===== src/rtl/prtt_pkg.sv =====
// shared types and constants of the pending request timeout table
// no dependencies; used by every module of the block
`default_nettype none

package prtt_pkg;

  localparam int unsigned DepthDefault = 32;

  // request codes
  typedef enum logic [1:0] {
    REQ_APPEND = 2'd0,
    REQ_MATCH  = 2'd1,
    REQ_PRUNE  = 2'd2
  } req_e;

  // result status codes
  typedef enum logic [2:0] {
    ST_APPENDED     = 3'd0,
    ST_FULL         = 3'd1,
    ST_FOUND        = 3'd2,
    ST_NOT_FOUND    = 3'd3,
    ST_TIMED_OUT    = 3'd4,
    ST_NONE_EXPIRED = 3'd5
  } status_e;

  // one stored entry
  typedef struct packed {
    logic [31:0] seq;
    logic [63:0] expiry;
    logic [31:0] tag;
  } entry_t;

  // input item
  typedef struct packed {
    logic [1:0]  req_type;
    logic [31:0] seq_number;
    logic [63:0] expiry_time;
    logic [63:0] now_time;
    logic [31:0] reply_tag;
  } req_t;

  // result item
  typedef struct packed {
    logic [2:0]  status;
    logic [31:0] out_seq;
    logic [63:0] out_expiry;
    logic [31:0] out_tag;
    logic [5:0]  entry_count;
    logic        last;
  } rsp_t;

  // cell input select
  typedef enum logic [1:0] {
    SEL_NBR  = 2'd0,
    SEL_HEAD = 2'd1,
    SEL_NEW  = 2'd2
  } cell_sel_e;

  // per-cell control from the sequencer
  typedef struct packed {
    logic      load;
    cell_sel_e sel;
  } cell_ctrl_t;

endpackage

`default_nettype wire


===== src/rtl/prtt_cell.sv =====
// one storage cell of the entry chain
// depends on prtt_pkg (entry_t, cell_ctrl_t)
`default_nettype none

module prtt_cell import prtt_pkg::*; (
  input  wire logic       clk_i,
  input  wire cell_ctrl_t ctrl_i,
  input  wire entry_t     nbr_i,
  input  wire entry_t     head_i,
  input  wire entry_t     new_i,
  output entry_t          entry_o
);

  entry_t entry_q;

  // payload only, no reset
  always_ff @(posedge clk_i) begin
    if (ctrl_i.load) begin
      unique case (ctrl_i.sel)
        SEL_NBR:  entry_q <= nbr_i;
        SEL_HEAD: entry_q <= head_i;
        SEL_NEW:  entry_q <= new_i;
        default:  entry_q <= nbr_i;
      endcase
    end
  end

  assign entry_o = entry_q;

endmodule

`default_nettype wire


===== src/rtl/pending_request_timeout_table.sv =====
// pending request timeout table: top level with sequencer and output register
// depends on prtt_pkg and prtt_cell
// append: the result passes through the pending register, then the output register
// match / prune: the chain rotates one cell per cycle, bringing each entry to the head;
//   a prune stalls a step while an earlier timed-out result waits on the output
// one item at a time; the output register lets a result wait while the next item is taken
// reset clears the entry count and control; cell contents are left as they are
`default_nettype none

module pending_request_timeout_table import prtt_pkg::*; #(
  parameter int unsigned DEPTH = DepthDefault
) (
  input  wire logic clk_i,
  input  wire logic rst_ni,
  input  wire logic req_valid_i,
  output logic      req_ready_o,
  input  wire req_t req_i,
  output logic      rsp_valid_o,
  input  wire logic rsp_ready_i,
  output rsp_t      rsp_o
);

  // count width holds 0..DEPTH
  localparam int unsigned CW = $clog2(DEPTH + 1);

  typedef enum logic [1:0] {
    S_IDLE,
    S_SCAN,
    S_DRAIN
  } state_e;

  state_e        state_q, state_d;
  logic [CW-1:0] cnt_q, cnt_d;     // entries held (live length during a scan)
  logic [CW-1:0] rem_q, rem_d;     // entries still to pass the head cell
  logic          prune_q, prune_d;
  logic          found_q, found_d;
  logic          pend_v_q, pend_v_d;
  logic          out_v_q, out_v_d;
  logic [31:0]   key_q, key_d;
  logic [63:0]   now_q, now_d;
  rsp_t          pend_q, pend_d;
  rsp_t          out_q, out_d;

  entry_t     cell_ent [DEPTH];
  cell_ctrl_t cell_ctrl [DEPTH];
  entry_t     head;
  entry_t     new_ent;

  logic accept;
  logic append_ok;
  logic scanning;
  logic hit;
  logic remove;
  logic step;
  logic out_free;

  function automatic rsp_t mk_rsp(status_e st, entry_t e, logic [CW-1:0] cnt, logic lst);
    rsp_t r;
    r.status      = st;
    r.out_seq     = e.seq;
    r.out_expiry  = e.expiry;
    r.out_tag     = e.tag;
    r.entry_count = 6'(cnt);
    r.last        = lst;
    return r;
  endfunction

  // ---------------------------------------------------------------------------
  // handshake and head-cell decisions
  // ---------------------------------------------------------------------------
  assign req_ready_o = (state_q == S_IDLE);
  assign accept      = req_valid_i && req_ready_o;
  assign append_ok   = accept && (req_i.req_type == REQ_APPEND) && (cnt_q < CW'(DEPTH));

  assign head    = cell_ent[0];
  assign new_ent = '{seq: req_i.seq_number, expiry: req_i.expiry_time, tag: req_i.reply_tag};

  // only the head cell is examined; the chain brings each entry to it in turn
  assign scanning = (state_q == S_SCAN) && (rem_q != '0);
  assign hit      = prune_q ? (head.expiry < now_q) : (!found_q && (head.seq == key_q));
  assign remove   = scanning && hit;
  assign out_free = !out_v_q || rsp_ready_i;
  // a second timed-out result needs the output register for the one held back
  assign step     = scanning && !(remove && pend_v_q && !out_free);

  // ---------------------------------------------------------------------------
  // chain of cells
  // every step shifts toward cell 0; a kept head entry re-enters at the live
  // tail, a removed one is dropped and the live length shrinks, so after all
  // entries have passed the kept ones sit at the front in their old order
  // ---------------------------------------------------------------------------
  for (genvar i = 0; i < DEPTH; i++) begin : g_cell
    entry_t nbr;

    if (i == DEPTH - 1) begin : g_wrap
      assign nbr = head;
    end else begin : g_mid
      assign nbr = cell_ent[i+1];
    end

    always_comb begin
      cell_ctrl[i].load = (append_ok && (cnt_q == CW'(i))) || step;
      if (append_ok) begin
        cell_ctrl[i].sel = SEL_NEW;
      end else if (!remove && (cnt_q == CW'(i + 1))) begin
        cell_ctrl[i].sel = SEL_HEAD;
      end else begin
        cell_ctrl[i].sel = SEL_NBR;
      end
    end

    prtt_cell u_cell (
      .clk_i   (clk_i),
      .ctrl_i  (cell_ctrl[i]),
      .nbr_i   (nbr),
      .head_i  (head),
      .new_i   (new_ent),
      .entry_o (cell_ent[i])
    );
  end

  // ---------------------------------------------------------------------------
  // sequencer next state
  // a timed-out result is held in the pending register until the next removal
  // or the end of the scan tells whether it is the last one
  // ---------------------------------------------------------------------------
  always_comb begin
    state_d  = state_q;
    cnt_d    = cnt_q;
    rem_d    = rem_q;
    prune_d  = prune_q;
    found_d  = found_q;
    pend_v_d = pend_v_q;
    out_v_d  = out_v_q;
    key_d    = key_q;
    now_d    = now_q;
    pend_d   = pend_q;
    out_d    = out_q;

    // output transfer frees the register
    if (out_v_q && rsp_ready_i) begin
      out_v_d = 1'b0;
    end

    unique case (state_q)
      S_IDLE: begin
        if (accept) begin
          unique case (req_i.req_type)
            REQ_APPEND: begin
              if (append_ok) begin
                cnt_d  = cnt_q + 1'b1;
                pend_d = mk_rsp(ST_APPENDED, '0, cnt_q + 1'b1, 1'b1);
              end else begin
                pend_d = mk_rsp(ST_FULL, '0, cnt_q, 1'b1);
              end
              pend_v_d = 1'b1;
              state_d  = S_DRAIN;
            end
            REQ_MATCH, REQ_PRUNE: begin
              prune_d  = (req_i.req_type == REQ_PRUNE);
              key_d    = req_i.seq_number;
              now_d    = req_i.now_time;
              rem_d    = cnt_q;
              found_d  = 1'b0;
              pend_v_d = 1'b0;
              state_d  = S_SCAN;
            end
            default: ;  // unused code: ignored, no result
          endcase
        end
      end

      S_SCAN: begin
        if (rem_q == '0) begin
          // every entry has passed the head
          if (prune_q) begin
            if (pend_v_q) begin
              pend_d.last = 1'b1;
            end else begin
              pend_d = mk_rsp(ST_NONE_EXPIRED, '0, cnt_q, 1'b1);
            end
          end else if (!found_q) begin
            pend_d = mk_rsp(ST_NOT_FOUND, '0, cnt_q, 1'b1);
          end
          pend_v_d = 1'b1;
          state_d  = S_DRAIN;
        end else if (step) begin
          rem_d = rem_q - 1'b1;
          if (remove) begin
            cnt_d    = cnt_q - 1'b1;
            found_d  = 1'b1;
            pend_d   = mk_rsp(prune_q ? ST_TIMED_OUT : ST_FOUND, head,
                              cnt_q - 1'b1, !prune_q);
            pend_v_d = 1'b1;
            // earlier timed-out result was not the last
            if (pend_v_q) begin
              out_d   = pend_q;
              out_v_d = 1'b1;
            end
          end
        end
      end

      S_DRAIN: begin
        if (out_free) begin
          out_d    = pend_q;
          out_v_d  = 1'b1;
          pend_v_d = 1'b0;
          state_d  = S_IDLE;
        end
      end

      default: state_d = S_IDLE;
    endcase
  end

  // control state and output valid
  always_ff @(posedge clk_i or negedge rst_ni) begin
    if (!rst_ni) begin
      state_q  <= S_IDLE;
      cnt_q    <= '0;
      rem_q    <= '0;
      prune_q  <= 1'b0;
      found_q  <= 1'b0;
      pend_v_q <= 1'b0;
      out_v_q  <= 1'b0;
    end else begin
      state_q  <= state_d;
      cnt_q    <= cnt_d;
      rem_q    <= rem_d;
      prune_q  <= prune_d;
      found_q  <= found_d;
      pend_v_q <= pend_v_d;
      out_v_q  <= out_v_d;
    end
  end

  // payload registers, no reset
  always_ff @(posedge clk_i) begin
    key_q  <= key_d;
    now_q  <= now_d;
    pend_q <= pend_d;
    out_q  <= out_d;
  end

  assign rsp_valid_o = out_v_q;
  assign rsp_o       = out_q;

endmodule

`default_nettype wire


===== config.mk =====
export PLATFORM = sky130hd
export DESIGN_NAME = pending_request_timeout_table
export DESIGN_NICKNAME = d
export VERILOG_FILES = /design/src/rtl/prtt_pkg.sv /design/src/rtl/prtt_cell.sv /design/src/rtl/pending_request_timeout_table.sv
export SDC_FILE = /design/constraint.sdc
export NUM_CORES = 2
export LEC_CHECK = 0
export BUFFER_PORTS_ARGS = -buffer_cell sky130_fd_sc_hd__buf_2
export CAP_MARGIN = 20
export CORE_MARGIN = 10
export CORE_UTILIZATION = 50
export CTS_CLUSTER_SIZE = 24
export DETAILED_ROUTE_END_ITERATION = 10
export PLACE_DENSITY = 0.66
export SETUP_SLACK_MARGIN = 0.15
export SYNTH_ARGS = -nofsm -noshare
export SYNTH_HDL_FRONTEND = slang
export SYNTH_SLANG_ARGS = --single-unit

===== constraint.sdc =====
create_clock -name clk_i -period 14.15 [get_ports clk_i]
set_input_delay 3.5375 -clock clk_i [delete_from_list [all_inputs] [get_ports clk_i]]
set_output_delay 3.5375 -clock clk_i [all_outputs]
set_load 0.05 [all_outputs]

==> impl_metrics.csv <==
group,metric,value,unit
worst_setup_path,crit_start,"g_cell[0].u_cell.entry_o[95]",
run_status,outcome,"complete, no violations",
timing,finalClockSkew,0.0807,ns
floorplanning,core_area,0.387,mm^2
worst_setup_path,criticalPathCategory,"register to register",
clocking,clock_latency,1.00,ns
floorplanning,initial_utilization,50.3,%
routing,routedWlPerCell,31.0,um
layout,multi_input_area,0.0549,mm^2
place,io_buffers,337,
worst_setup_path,cp.required,14.83,ns
worst_setup_path,reg2reg_to,"g_cell[1].u_cell.entry_o[22]",
synth,synth_area_leader_cell,"edfxtp_1",
grt,grt_overflow,0,
timing,clock.fmax,0.125,GHz
synth,synth_most_common_cell,"edfxtp_1",
synth,syn_area,0.194,mm^2
worst_setup_path,crit_path_end_kind,"register",
clocking,clkSinkCount,4486,
timing,final-setup-viol-count,0,
worst_setup_path,endpoint,"g_cell[1].u_cell.entry_o[22]",
synth,netlist.area_leader.share,69.0,%
worst_setup_path,slowest_stage,"o31a_2",
layout,layout-drive-gt1-share,46.4,%
worst_setup_path,reg2reg_depth,14,
routing,wirelength,504000,um
synth,avgSynthCellArea,18.5,um^2
flow_run,maxCapViolations,0,
timing,setup-tns-final,0,ns
timing,slew_violations,0,
synth,yosys_register_bits,4486,
synth,synth_edf_count,4468,
worst_setup_path,arrival,8.66,ns
synth,ys_types,51,
routing,vias_per_cell,6.02,
routing,num_vias,97700,
clocking,cts_max_path_buffers,4,
clocking,postCtsHoldBufs,0,
clocking,clock-root-buffer,"clkbuf_16",
power,powerDensity,174,mW/mm^2
place,dp_slack,5.57,ns
timing,tightest_slew,1.20,ns
clocking,cts_resized,0,
synth,synth-main-ff-cell,"edfxtp_1",
place,hpwlAfterDp,257000,um
worst_setup_path,critPathMaxFanout,35,
layout,area_growth,10.9,%
power,total_power,37.6,mW
timing,fin_crit_sh,56.4,%
clocking,h-tree-depth,5,
routing,remaining_drc_errors,0,
timing,hold_viol,0,
clocking,path_clk_slew,0.06,ns
worst_setup_path,path_common_cell,"buf_4",
grt,antenna_found_initial,21,
power,p_leak,73.6,nW
place,gp_congestion,0.780,
timing,rsz0062_at_grt,"false",
grt,grt_usage,23.5,%
layout,fill_cells,29100,
timing,relSlewSlack,19.2,%
grt,grt_pass1_wl,725000,um
layout,seq_area,0.135,mm^2
routing,drtPass1Iterations,6,
worst_setup_path,reg2reg_slack,6.16,ns
floorplanning,die_x,644,um
hold_path,min_path_type,"register to register",
timing,layout_min_cycle_time,7.99,ns
place,dpl_cell_area,0.200,mm^2
synth,synthArstFlopShare,0.401,%
routing,drt_iter0_drc,9746,
synth,syn_inst,10500,
clocking,cts_buffers,456,
worst_setup_path,crit_chain,"ha_1, a21oi_1, o211ai_1, a221oi_1, o21ai_0, a221oi_2, buf_4, nand4_1, nand2_2, buf_4, o31a_2, buf_4, buf_4, mux2_2",
worst_setup_path,slowest_delay,0.97,ns
layout,fin_area,0.216,mm^2
clocking,post_cts_buffers,0,
hold_path,hold_start,"pend_q[71]",
synth,synth_commonest_cells,"4468 x edfxtp_1, 2642 x mux2_2, 1200 x mux2_4, 697 x nand2_1, 455 x clkbuf_1",
floorplanning,dieArea,0.414,mm^2
synth,synthTopCellsByArea,"edfxtp_1 69%, mux2_2 15%, mux2_4 9.3%",
synth,synth_fp_nets,10800,
synth,ys_warn_count,0,
floorplanning,ios,338,
power,vdd_drop_max,212,uV
grt,grt_max_degree,108,
layout,nNetsFinal,10900,
synth,yosysSeqAreaShare,69.2,%
worst_setup_path,r2r_start,"g_cell[0].u_cell.entry_o[95]",
routing,ant_nets,0,
grt,grt_pass1_vias,99100,
timing,worst_slack,6.16,ns
worst_setup_path,cp-start-kind,"register",
floorplanning,fp.dieH,644,um
clocking,cts_tree,"built",
floorplanning,rows,228,
[flip-flops by register name, summed over array words and instances, names as in the netlist]
register	count
g_cell.u_cell.entry_o	4096
pend_q	138
cnt_q	6
rsp_o	138
rem_q	6
state_q	2
now_q	64
rsp_valid_o	1
pend_v_q	1
found_q	1
prune_q	1
key_q	32
[stage by stage]
| step | util (%) | std cells | hold WS (ns) |
|---|---|---|---|
| after detailed placement | 51.8 | 15300 | 0.405 |
| after global placement | 51.8 | 15300 | 0.402 |
| after CTS | 55.6 | 16200 | 0.386 |
| after global routing | 55.8 | 16200 | 0.381 |
| final | 55.8 | 16200 | 0.390 |
| after floorplan | - | 10500 | 0.400 |
[worst max-delay path: cells and delay by family, from the launching register on]
family	cells	cell delay, ns
compound gates	6	3.25
fa+ha+maj	1	0.36
buf+inv	4	2.41
flops	1	0.49
mux	1	0.41
simple gates	2	0.46
[logic make-up (layout without fill, tap and decap cells)]
logic type | after synthesis | count (layout) | share of synthesized area [%]
buffers and inverters | 967 | 1503 | 2.86
muxes | 3846 | 3846 | 24.6
other | 0 | 15 | 0
adders and majority gates | 74 | 74 | 0.476
DFF | 4486 | 4486 | 69.2
xor gates and xnor gates | 39 | 39 | 0.176
AOI/OAI and AO/OA | 177 | 177 | 0.633
and+or+nand+nor | 930 | 930 | 2.05
[layer usage]
metal / share of wire [%] / up-vias / track usage [%]
met3: 6.9 / 906 / 3.18
met5: 0.0063 / - / 0
li1: - / 40500 / -
met2: 48 / 4041 / 39.0
met1: 41 / 52300 / 32.5
met4: 3.4 / 6 / 7.29
[power breakdown]
part	switching, mW	internal (mW)	total (mW)
clock	5.21	6.76	12.0
sequential	0.720	18.3	19.0
combinational	4.53	2.10	6.63
total	10.5	27.1	37.6
[placed cells by master (no fill, tap or decap), types with 78 or more instances in the layout]
| cell | n |
|---|---|
| nand2_1 | 696 |
| clkbuf_1 | 113 |
| clkinv_1 | 96 |
| buf_2 | 338 |
| buf_4 | 160 |
| mux2_2 | 2642 |
| clkinv_2 | 86 |
| inv_1 | 78 |
| clkbuf_16 | 460 |
| edfxtp_1 | 4468 |
| mux2_4 | 1200 |
| and2_1 | 131 |
[cell type report]
type / count / area share (%)
sequential: 4486 / 62.4
tap: 5175 / 3.00
antenna: 15 / 0.0174
timing repair buffer: 579 / 2.20
inverter: 79 / 0.137
clock inverter: 269 / 1.22
clock buffer: 576 / 5.55
multi-input combinational: 5066 / 25.5
[how the worst min path moves through the flow]
stage / end / slack [ns] / depth (start not counted)
floorplan: rsp_o[0] / 0.40 / 0
global placement: rsp_o[63] / 0.40 / 0
detailed placement: rsp_o[38] / 0.41 / 0
CTS: rsp_o[71] / 0.39 / 0
global route: rsp_o[71] / 0.38 / 0
finish: rsp_o[71] / 0.39 / 0
Note: power is estimated with default switching activity, not from simulation.
